File: src/rtl/lpe_pkg.sv
// Shared types, widths and constants of the LED pixel pulse encoder.
`timescale 1ns / 1ps

package lpe_pkg;

	localparam int INDEX_W    = 10;
	localparam int CHAN_W     = 8;
	localparam int PROD_W     = 2 * CHAN_W;
	localparam int TICK_W     = 15;
	localparam int COUNT_W    = 11;
	localparam int WORD_W     = 3 * CHAN_W;
	localparam int SYMBOLS    = 24;
	localparam int SYM_CNT_W  = 5;
	localparam int CFG_IDX_W  = 3;
	localparam int CFG_DATA_W = 15;

	localparam int MAX_LEDS_DEFAULT = 1024;
	localparam int INDEX_SPAN       = 1 << INDEX_W;

	// Item kinds.
	localparam logic KIND_WRITE = 1'b0;
	localparam logic KIND_READ  = 1'b1;

	// Reset values of the configuration registers.
	localparam logic [CHAN_W-1:0]  BRIGHTNESS_RST = 8'd255;
	localparam logic [COUNT_W-1:0] CHAIN_LEN_RST  = 11'd1024;
	localparam logic [TICK_W-1:0]  ZERO_HIGH_RST  = 15'd16;
	localparam logic [TICK_W-1:0]  ZERO_LOW_RST   = 15'd34;
	localparam logic [TICK_W-1:0]  ONE_HIGH_RST   = 15'd32;
	localparam logic [TICK_W-1:0]  ONE_LOW_RST    = 15'd18;

	typedef enum logic [CFG_IDX_W-1:0] {
		CFG_BRIGHTNESS = 3'd0,
		CFG_CHAIN_LEN  = 3'd1,
		CFG_ZERO_HIGH  = 3'd2,
		CFG_ZERO_LOW   = 3'd3,
		CFG_ONE_HIGH   = 3'd4,
		CFG_ONE_LOW    = 3'd5
	} cfg_reg_t;

	typedef struct packed {
		logic [CHAN_W-1:0]  brightness;
		logic [COUNT_W-1:0] chain_len;
		logic [TICK_W-1:0]  zero_high_ticks;
		logic [TICK_W-1:0]  zero_low_ticks;
		logic [TICK_W-1:0]  one_high_ticks;
		logic [TICK_W-1:0]  one_low_ticks;
	} cfg_t;

	// Handshake between the control sequencer and the symbol encoder.
	typedef struct packed {
		logic load;
	} enc_ctrl_t;

	typedef struct packed {
		logic busy;
		logic done;
	} enc_status_t;

	typedef enum logic [1:0] {
		ST_IDLE,
		ST_WRITE,
		ST_LOAD,
		ST_EMIT
	} state_t;

endpackage

File: src/rtl/lpe_cfg_regs.sv
// Configuration register bank written through a plain write port.
`timescale 1ns / 1ps

module lpe_cfg_regs (
	input  logic                          clk,
	input  logic                          arst_n,
	input  logic                          wr_en,
	input  logic [lpe_pkg::CFG_IDX_W-1:0]  wr_index,
	input  logic [lpe_pkg::CFG_DATA_W-1:0] wr_data,
	output lpe_pkg::cfg_t                 cfg
);
	import lpe_pkg::*;

	cfg_t cfg_q;

	always_ff @(posedge clk or negedge arst_n) begin
		if (!arst_n) begin
			cfg_q.brightness      <= BRIGHTNESS_RST;
			cfg_q.chain_len       <= CHAIN_LEN_RST;
			cfg_q.zero_high_ticks <= ZERO_HIGH_RST;
			cfg_q.zero_low_ticks  <= ZERO_LOW_RST;
			cfg_q.one_high_ticks  <= ONE_HIGH_RST;
			cfg_q.one_low_ticks   <= ONE_LOW_RST;
		end else if (wr_en) begin
			unique case (cfg_reg_t'(wr_index))
				CFG_BRIGHTNESS: cfg_q.brightness      <= wr_data[CHAN_W-1:0];
				CFG_CHAIN_LEN:  cfg_q.chain_len       <= wr_data[COUNT_W-1:0];
				CFG_ZERO_HIGH:  cfg_q.zero_high_ticks <= wr_data[TICK_W-1:0];
				CFG_ZERO_LOW:   cfg_q.zero_low_ticks  <= wr_data[TICK_W-1:0];
				CFG_ONE_HIGH:   cfg_q.one_high_ticks  <= wr_data[TICK_W-1:0];
				CFG_ONE_LOW:    cfg_q.one_low_ticks   <= wr_data[TICK_W-1:0];
				default: ;
			endcase
		end
	end

	assign cfg = cfg_q;
endmodule

File: config.mk
export PLATFORM = sky130hd
export DESIGN_NAME = lpe_cfg_regs
export DESIGN_NICKNAME = d
export VERILOG_FILES = /design/src/rtl/lpe_pkg.sv /design/src/rtl/lpe_cfg_regs.sv
export SDC_FILE = /design/constraint.sdc
export NUM_CORES = 1
export LEC_CHECK = 0
export BUFFER_PORTS_ARGS = -buffer_cell sky130_fd_sc_hd__buf_2
export CORE_UTILIZATION = 50
export DETAILED_ROUTE_END_ITERATION = 12
export HOLD_SLACK_MARGIN = 0.12
export PLACE_DENSITY_LB_ADDON = 0.08
export SLEW_MARGIN = 20
export SYNTH_ARGS = -nofsm -noshare
export SYNTH_HDL_FRONTEND = slang
export SYNTH_SLANG_ARGS = --single-unit
File: constraint.sdc
create_clock -name clk -period 1 [get_ports clk]
set_input_delay 0.15 -clock clk [delete_from_list [all_inputs] [get_ports clk]]
set_output_delay 0.15 -clock clk [all_outputs]
set_load 0.01 [all_outputs]
==> impl_metrics.ini <==
[floorplan]
die_y_um = 80.8
io_pins = 100
rows = 28
core_area_mm2 = 0.00596
initial_core_util = 0.521
die_area_mm2 = 0.00652
die_x_um = 80.8

[clock_network]
htreeDepth = 3
cts_buffer_depth = 2
cts_root_buf = clkbuf_8
clkSinkCount = 79
cts_tree = built
clk_pin_slew_worst_paths_ps = 90
clk_latency_ps = 340
numCtsBuffers = 9

[power]
clkPwrFrac = 0.224
swShare = 0.279
power_mw = 9.50
intPower_mw = 6.85
p_sw_mw = 2.65
p_leak_nw = 2.27
p_per_area_mw_per_mm2 = 2040
power_frac_seq = 0.464
power_frac_comb = 0.312
peakVddDrop_mv = 1.23

[logic_synthesis]
syn-cell-area_mm2 = 0.00310
avgSynthCellArea_um2 = 18.0
synth_top_area_frac = 0.516
synth.top_cells.by_count = 67 x mux2_2, 64 x dfrtp_1, 15 x dfstp_2, 12 x mux2_4, 4 x buf_4
async_reset_ff_frac = 1.00
synthFlopType = dfrtp_1
synth_edf_count = 0
synthMuxAreaShare = 0.301
synth_top_cell_by_area = dfrtp_1
syn-num-nets = 193
synth-compound-area-share = 0
yosys_warnings = 0
yosysMostFrequentCell = mux2_2
synth_top_family_by_area = multiplexers
synth_adder_area_share = 0
synth_area_leaders = dfrtp_1 52%, mux2_2 24%, dfstp_2 13%, mux2_4 5.8%, buf_6 1.1%
synthXorXnorAreaFrac = 0
synth-seq-area-share = 0.643
syn_inst = 172
yosys.area_share.simple = 0.0286
yosys_register_bits = 79
ys_types = 12

[critical_path]
cp_max_fo = 2
critPathRequiredTime_ps = 850
worstSetupStartpointType = flip-flop
crit_slowest_cell = dfstp_2
path_buf_inv = 1
arrival_ps = 1000
cpPeakStageDelay_ps = 560
crit_path_cell_trace = buf_6
cpLargestDelayFamily = flip-flops
setup.worst_path.class = reg2out
end_kind = output port

[global_routing]
antenna_found_initial = 0
grtUsageTotal = 0.223
grt_pass1_wl_um = 10600
grt_overflow = 0
grt_pass1_vias = 2112
grt_max_degree = 30

[cells_and_area]
largest_reg_flops = 79
drive_above_1_share = 0.762
nets = 356
multi_input_area_mm2 = 0.00114
seq_area_mm2 = 0.00200
area_growth_pct = 49.9
antenna_cells = 0
fin_cells = 415
fill_cells = 371

[drt]
ant_nets = 0
num_vias = 2068
wire_per_inst_um = 16.8
wl_met1_um = 3050
firstDrtPassIters = 4
vias_per_cell = 4.98
post-route-drc-count = 0
wl_met2_um = 3430
routed_wl_um = 6980
routed.top_layer = met4
wl_met3_um = 416
drtIter0Drc = 46

[timing]
rsz0062_at_grt = true
tightest_slew_ps = 265
timing.final.crit_period_ps = 1150
hold_viol = 0
max_slew_margin = 0.823
tns_ps = -2900
fmax_mhz = 868
period_share = 1.15
holdWs_ps = 135
finalClockSkew_ps = 0
setup_viol = 72
fin_ws_ps = -153
maxSlewViolCount = 0

[placement]
dpl_worst_slack_ps = -330
portBuffers = 99
dp.cells = 356
gp_congestion = 0.702
dpl.hpwl_um = 4520

[flow_run]
maxCapViolations = 0

[min_path]
hold_class = in2reg

[status]
status = finished with violations
violations = setup timing
[placed cells by master, fill, tap and decap left out]
cell           netlist  final
and4bb_1             1      1
clkbuf_1             0      2
and4bb_2             1      1
mux2_2              67     40
dfstp_2             15     15
nor4bb_4             0      1
nor4b_4              1      1
dlygate4sd3_1        0     14
nand4b_2             2      2
mux2_4              12     39
inv_6                0      1
buf_12               1      8
clkbuf_8             0     10
buf_6                3     25
clkinvlp_4           0      3
dfrtp_1             64     64
buf_4                4     39
buf_2                0     74
[path summary, 6_finish.rpt]
| check | start | end | slack, ps | depth (start not counted) |
|---|---|---|---|---|
| worst min-delay path | wr_data[6] | cfg[66] | 130 | 2 |
| worst min register to register | cfg[41] | cfg[41] | 500 | 1 |
| min in group asynchronous | arst_n | cfg[56] | 210 | 2 |
| worst max register to register | cfg[21] | cfg[21] | -20 | 3 |
| worst max-delay path | cfg[70] | cfg[70] | -150 | 1 |
| max in group asynchronous | arst_n | cfg[1] | 300 | 3 |
[cell families after synthesis]
logic type    after synthesis
simple gates                6
mux                        79
buf+inv                     8
flops                      79
[power by group through the flow]
stage | Sequential (mW) | Clock [mW] | Combinational, mW
3_3_place_gp | 4.41 | 0 | 2.24
3_5_place_dp | 4.41 | 0 | 2.30
2_1_floorplan | 4.74 | 0 | 0.890
6_report | 4.41 | 2.13 | 2.97
5_1_grt | 4.49 | 2.32 | 3.18
4_1_cts | 4.39 | 2.18 | 2.82
[through the flow]
stage                     area (µm²)  utilization
after CTS                       4550        0.764
after global routing            4650        0.781
after detailed placement        3960        0.665
after global placement          3960        0.665
final                           4650        0.781
after floorplan                 3220            -
[worst reg2reg max path: stages (launching register included)]
cell     delay, ps
dfrtp_1        400
buf_4          140
buf_4          120
mux2_4         260
[metal layers]
metal	track usage	up-vias
li1	-	942
met1	0.285	1049
met2	0.369	68
met3	0.0506	9
met4	0.0911	0
met5	0	-
[repair_timing]
item	CTS	global route
setup buffers	22	7
hold buffers	14	0
gates resized for setup	19	8
hold endpoints to repair	130	0
endpoints found under the setup margin	79	79
[layout make-up]
type	count	share of cell area
Clock buffer	12	0.0312
Clock inverter	4	0.00673
Multi-Input combinational cell	85	0.245
Sequential cell	79	0.429
Tap cell	75	0.0202
Timing Repair Buffer	160	0.268
Power figures use the tool's default switching activity.
