<file path="src/rtl/lpe_pkg.sv">
// Shared types, widths and constants of the LED pixel pulse encoder.
`timescale 1ns / 1ps

package lpe_pkg;

	localparam int INDEX_W    = 10;
	localparam int CHAN_W     = 8;
	localparam int PROD_W     = 2 * CHAN_W;
	localparam int TICK_W     = 15;
	localparam int COUNT_W    = 11;
	localparam int WORD_W     = 3 * CHAN_W;
	localparam int SYMBOLS    = 24;
	localparam int SYM_CNT_W  = 5;
	localparam int CFG_IDX_W  = 3;
	localparam int CFG_DATA_W = 15;

	localparam int MAX_LEDS_DEFAULT = 1024;
	localparam int INDEX_SPAN       = 1 << INDEX_W;

	// Item kinds.
	localparam logic KIND_WRITE = 1'b0;
	localparam logic KIND_READ  = 1'b1;

	// Reset values of the configuration registers.
	localparam logic [CHAN_W-1:0]  BRIGHTNESS_RST = 8'd255;
	localparam logic [COUNT_W-1:0] CHAIN_LEN_RST  = 11'd1024;
	localparam logic [TICK_W-1:0]  ZERO_HIGH_RST  = 15'd16;
	localparam logic [TICK_W-1:0]  ZERO_LOW_RST   = 15'd34;
	localparam logic [TICK_W-1:0]  ONE_HIGH_RST   = 15'd32;
	localparam logic [TICK_W-1:0]  ONE_LOW_RST    = 15'd18;

	typedef enum logic [CFG_IDX_W-1:0] {
		CFG_BRIGHTNESS = 3'd0,
		CFG_CHAIN_LEN  = 3'd1,
		CFG_ZERO_HIGH  = 3'd2,
		CFG_ZERO_LOW   = 3'd3,
		CFG_ONE_HIGH   = 3'd4,
		CFG_ONE_LOW    = 3'd5
	} cfg_reg_t;

	typedef struct packed {
		logic [CHAN_W-1:0]  brightness;
		logic [COUNT_W-1:0] chain_len;
		logic [TICK_W-1:0]  zero_high_ticks;
		logic [TICK_W-1:0]  zero_low_ticks;
		logic [TICK_W-1:0]  one_high_ticks;
		logic [TICK_W-1:0]  one_low_ticks;
	} cfg_t;

	// Handshake between the control sequencer and the symbol encoder.
	typedef struct packed {
		logic load;
	} enc_ctrl_t;

	typedef struct packed {
		logic busy;
		logic done;
	} enc_status_t;

	typedef enum logic [1:0] {
		ST_IDLE,
		ST_WRITE,
		ST_LOAD,
		ST_EMIT
	} state_t;

endpackage

</file>
<file path="src/rtl/lpe_scaler.sv">
// Brightness scaling of one pixel: registered products, then divide by 255.
`timescale 1ns / 1ps

module lpe_scaler (
	input  logic                       clk,
	input  logic                       capture,
	input  logic [lpe_pkg::CHAN_W-1:0] red,
	input  logic [lpe_pkg::CHAN_W-1:0] green,
	input  logic [lpe_pkg::CHAN_W-1:0] blue,
	input  logic [lpe_pkg::CHAN_W-1:0] brightness,
	output logic [lpe_pkg::WORD_W-1:0] word
);
	import lpe_pkg::*;

	logic [PROD_W-1:0] prod_r_s1;
	logic [PROD_W-1:0] prod_g_s1;
	logic [PROD_W-1:0] prod_b_s1;

	// Quotient by 255 of a product of two bytes. The estimate (p + p/256) / 256
	// is never above the true quotient and at most one below it, so a single
	// remainder check finishes the job.
	function automatic logic [CHAN_W-1:0] div255(input logic [PROD_W-1:0] p);
		logic [PROD_W:0]   sum;
		logic [CHAN_W:0]   est;
		logic [PROD_W:0]   est_x255;
		logic [PROD_W:0]   rem;
		logic [CHAN_W:0]   quo;
		sum      = {1'b0, p} + {{(PROD_W-CHAN_W+1){1'b0}}, p[PROD_W-1:CHAN_W]};
		est      = sum[PROD_W:CHAN_W];
		est_x255 = {est, {CHAN_W{1'b0}}} - {{(PROD_W-CHAN_W){1'b0}}, est};
		rem      = {1'b0, p} - est_x255;
		quo      = (rem >= (PROD_W+1)'(255)) ? est + (CHAN_W+1)'(1) : est;
		return quo[CHAN_W-1:0];
	endfunction

	always_ff @(posedge clk) begin
		if (capture) begin
			prod_r_s1 <= {{CHAN_W{1'b0}}, red}   * {{CHAN_W{1'b0}}, brightness};
			prod_g_s1 <= {{CHAN_W{1'b0}}, green} * {{CHAN_W{1'b0}}, brightness};
			prod_b_s1 <= {{CHAN_W{1'b0}}, blue}  * {{CHAN_W{1'b0}}, brightness};
		end
	end

	// Stored word layout: green, red, blue from the top byte down.
	assign word = {div255(prod_g_s1), div255(prod_r_s1), div255(prod_b_s1)};
endmodule

</file>
<file path="config.mk">
export PLATFORM = sky130hd
export DESIGN_NAME = lpe_scaler
export DESIGN_NICKNAME = d
export VERILOG_FILES = /design/src/rtl/lpe_pkg.sv /design/src/rtl/lpe_scaler.sv
export SDC_FILE = /design/constraint.sdc
export NUM_CORES = 1
export LEC_CHECK = 0
export ABC_AREA = 1
export BUFFER_PORTS_ARGS = -buffer_cell sky130_fd_sc_hd__buf_2
export CAP_MARGIN = 20
export CORE_MARGIN = 2
export CORE_UTILIZATION = 60
export CTS_CLUSTER_DIAMETER = 60
export DETAILED_ROUTE_END_ITERATION = 8
export HOLD_SLACK_MARGIN = 0.08
export PLACE_DENSITY = 0.75
export SLEW_MARGIN = 25
export SYNTH_ARGS = -nofsm -noshare
export SYNTH_HDL_FRONTEND = slang
export SYNTH_SLANG_ARGS = --single-unit
</file>
<file path="constraint.sdc">
create_clock -name clk -period 6.8 [get_ports clk]
set_clock_uncertainty 0.05 [all_clocks]
set_input_delay 0 -clock clk [delete_from_list [all_inputs] [get_ports clk]]
set_output_delay 0 -clock clk [all_outputs]
set_load 0.05 [all_outputs]
</file>
==> results.txt <==
----------------------------------------------------
[GRT]
  Overflow left after global routing ... 0
  Via count of the first global-routing pass ... 11156
  Wire length of the first global-routing pass ... 49.5 mm
  Antenna violations before repair ... 1
  Largest net degree at the start of global routing ... 49
  Total routing resource utilization after global routing ... 25.3%

[Finish]
  Most used cells in the layout excluding fill and tap cells ... sky130_fd_sc_hd__nand2_1, sky130_fd_sc_hd__inv_1, sky130_fd_sc_hd__ha_1
  NumNets Final ... 2316
  Final instance area ... 13800 um^2
  Most common library cell in the layout ignoring fill and taps ... sky130_fd_sc_hd__nand2_1
  Synthesis-to-layout area growth ... 5.09%
  Proportion of layout cells with a drive suffix above 1 ... 4.70%

[Clock network]
  TritonCTS clock tree ... built
  Clk sink count ... 48
  CTS clock-pin slew for the worst setup and hold paths ... 70 ps
  Number of cells upsized or downsized after cts ... 0
  Maximum buffer depth of the clock tree ... 2
  Clock root cell ... sky130_fd_sc_hd__clkbuf_16
  Total clock buffers created by CTS ... 5
  H-tree depth ... 2

[Place]
  Weighted congestion at the end of routability-driven global placement ... 0.943
  HPWL after detailed placement ... 24.1 mm
  Port-buffer cells ... 57
  Standard cell area after detailed placement ... 13500 um^2

[Die]
  Overall die width ... 152 um
  Overall die area ... 23000 um^2
  Core outline area ... 21600 um^2
  Die boundary height ... 152 um
  Number of standard-cell rows in the floorplan ... 54
  Io pins ... 58
  Initial core utilization ... 60.6%

[Worst setup path]
  Highest net fanout along the worst path ... 11
  Setup CP Type ... flop to output port
  CP endpoint kind ... output port
  Critical Path AT ... 5110 ps
  Element type at the critical path start ... flop
  Required time at the worst-slack endpoint ... 6750 ps

[Synthesis]
  Mean area per synthesized cell ... 6.79 um^2
  Number of synthesized flops with an enable pin ... 48
  #FFs+latches synth ... 48
  Cell count after synthesis ... 1931
  Warnings, synthesis ... 0
  Sequential element share of the synthesized area ... 11.0%
  Primary flip-flop cell chosen by synthesis mapping ... sky130_fd_sc_hd__edfxtp_1
  Mapped Area ... 13100 um^2
  Share of synthesized flip-flops with an asynchronous set or reset ... 0%
  Synthesized netlist net count ... 2292
  Number of distinct library cells after synthesis ... 36

[Min path]
  Worst Hold Class ... input pin to flop
  Min-Delay Startpoint ... red[1]
  Cell depth of the worst hold path ... 4
  Capture endpoint of the worst hold path ... prod_r_s1[1]

[Detailed routing]
  Total via count in the routed design ... 11489
  Number of vias per cell after detailed routing ... 5.14
  Drt first-iter violations ... 687
  Remaining design rule violation count ... 0
  Antenna viol nets, final ... 0
  Total Wirelength ... 28.7 mm
  1st-pass router iterations ... 6
  Average routed wire per standard cell ... 12.8 um

[STA]
  Fin crit period ... 5160 ps
  Final number of setup-violating endpoints ... 0
  Period utilisation layout ... 75.8%
  Transition time at the pin with the least slew margin ... 648 ps
  Total negative slack ... 0 ps
  Setup repair after global routing missed its margin ... no
  Count of final max-slew check failures ... 0
  Relative slew margins ... 56.8%
  Maximum achievable frequency ... 194 MHz
  Final hold violations ... 0

[Flow run]
  Max-cap viol count ... 0

[Status]
  Run status ... finished clean

----------------------------------------------------
[cell type report]
cell class                 count  area (um^2)
tap                          280          350
fill                        1995         7850
multi-input combinational   1366         9690
clock inverter                 3         68.8
clock buffer                   5          125
inverter                     474         1780
timing repair buffer          60          318
sequential                    48         1440
antenna                        1         2.50
[stage by stage]
| step | instances | hold slack (ps) | utilization (%) | setup slack, ps |
|---|---|---|---|---|
| 2_1_floorplan | 1931 | 62.5 | - | 2070 |
| 3_3_place_gp | 2225 | 360 | 62.7 | 2060 |
| 3_5_place_dp | 2225 | 370 | 62.7 | 2000 |
| 4_1_cts | 2236 | 176 | 63.7 | 1670 |
| 5_1_grt | 2237 | 218 | 63.7 | 1230 |
| 6_report | 2237 | 197 | 63.7 | 1640 |
[layer usage]
metal / vias to the layer above / wire, um / global-route usage [%]
li1: 5905 / - / -
met1: 5310 / 13200 / 33.9
met2: 239 / 14100 / 44.4
met3: 35 / 1040 / 2.03
met4: 0 / 468 / 6.45
met5: - / 0 / 0
[Yosys cell counts, types with 18 or more instances]
| library cell | instances | area, um^2 |
|---|---|---|
| sky130_fd_sc_hd__inv_1 | 474 | 1780 |
| sky130_fd_sc_hd__ha_1 | 219 | 2740 |
| sky130_fd_sc_hd__xor2_1 | 36 | 315 |
| sky130_fd_sc_hd__xnor2_1 | 34 | 298 |
| sky130_fd_sc_hd__nand4_1 | 19 | 119 |
| sky130_fd_sc_hd__nand3_1 | 71 | 355 |
| sky130_fd_sc_hd__nand2_1 | 589 | 2210 |
| sky130_fd_sc_hd__nor2_1 | 108 | 405 |
| sky130_fd_sc_hd__clkbuf_1 | 28 | 105 |
| sky130_fd_sc_hd__o21ai_0 | 18 | 90.1 |
| sky130_fd_sc_hd__a21oi_1 | 73 | 365 |
| sky130_fd_sc_hd__nand3b_1 | 22 | 165 |
| sky130_fd_sc_hd__fa_1 | 108 | 2160 |
| sky130_fd_sc_hd__edfxtp_1 | 48 | 1440 |
[registers in the layout, indices dropped and copies added, names as in the netlist]
signal,count
prod_r_s1,16
prod_g_s1,16
prod_b_s1,16
[cell families after synthesis]
group / Yosys count / share of synthesized area, %
flip-flops: 48 / 11.0
XOR/XNOR: 70 / 4.68
AO/OA/AOI/OAI: 116 / 4.91
AND/OR/NAND/NOR: 853 / 26.9
adder cells (fa/ha/maj): 327 / 37.4
buffers and inverters: 517 / 15.1
[repair_timing]
action	4_1_cts	5_1_grt
setup buffers	0	0
endpoints found under the hold margin	3	0
hold buffers	3	0
[worst max-delay path by stage]
stage	from	to	slack, ps	depth (start not counted)
floorplan	prod_g_s1[9]	word[17]	2070	28
global placement	prod_b_s1[13]	word[3]	2060	26
detailed placement	prod_b_s1[13]	word[3]	2000	26
CTS	prod_b_s1[13]	word[3]	1670	26
global route	prod_b_s1[13]	word[3]	1230	26
finish	prod_b_s1[13]	word[3]	1640	26
[worst max-delay path, stage by stage (launching register included)]
cell,delay (ps)
sky130_fd_sc_hd__edfxtp_1,470
sky130_fd_sc_hd__ha_1,330
sky130_fd_sc_hd__a21o_1,160
sky130_fd_sc_hd__a21boi_0,150
sky130_fd_sc_hd__nand2_1,130
sky130_fd_sc_hd__inv_1,170
sky130_fd_sc_hd__nor2_1,90
sky130_fd_sc_hd__inv_1,80
sky130_fd_sc_hd__nor2_1,40
sky130_fd_sc_hd__ha_1,350
sky130_fd_sc_hd__inv_1,110
sky130_fd_sc_hd__ha_1,290
sky130_fd_sc_hd__inv_1,40
sky130_fd_sc_hd__ha_1,350
sky130_fd_sc_hd__a21oi_2,210
sky130_fd_sc_hd__nor2_1,60
sky130_fd_sc_hd__nor2_1,180
sky130_fd_sc_hd__nand2_2,110
sky130_fd_sc_hd__a21oi_1,220
sky130_fd_sc_hd__inv_1,60
sky130_fd_sc_hd__nand2_1,60
sky130_fd_sc_hd__nand2_1,60
sky130_fd_sc_hd__nor2_2,100
sky130_fd_sc_hd__nand2_1,290
sky130_fd_sc_hd__nand2_1,170
sky130_fd_sc_hd__xor2_1,200
sky130_fd_sc_hd__buf_2,300
Power is left out: the tool's default activity adds up to more than one toggle a clock period on the data nets, which glitch-free logic cannot reach.
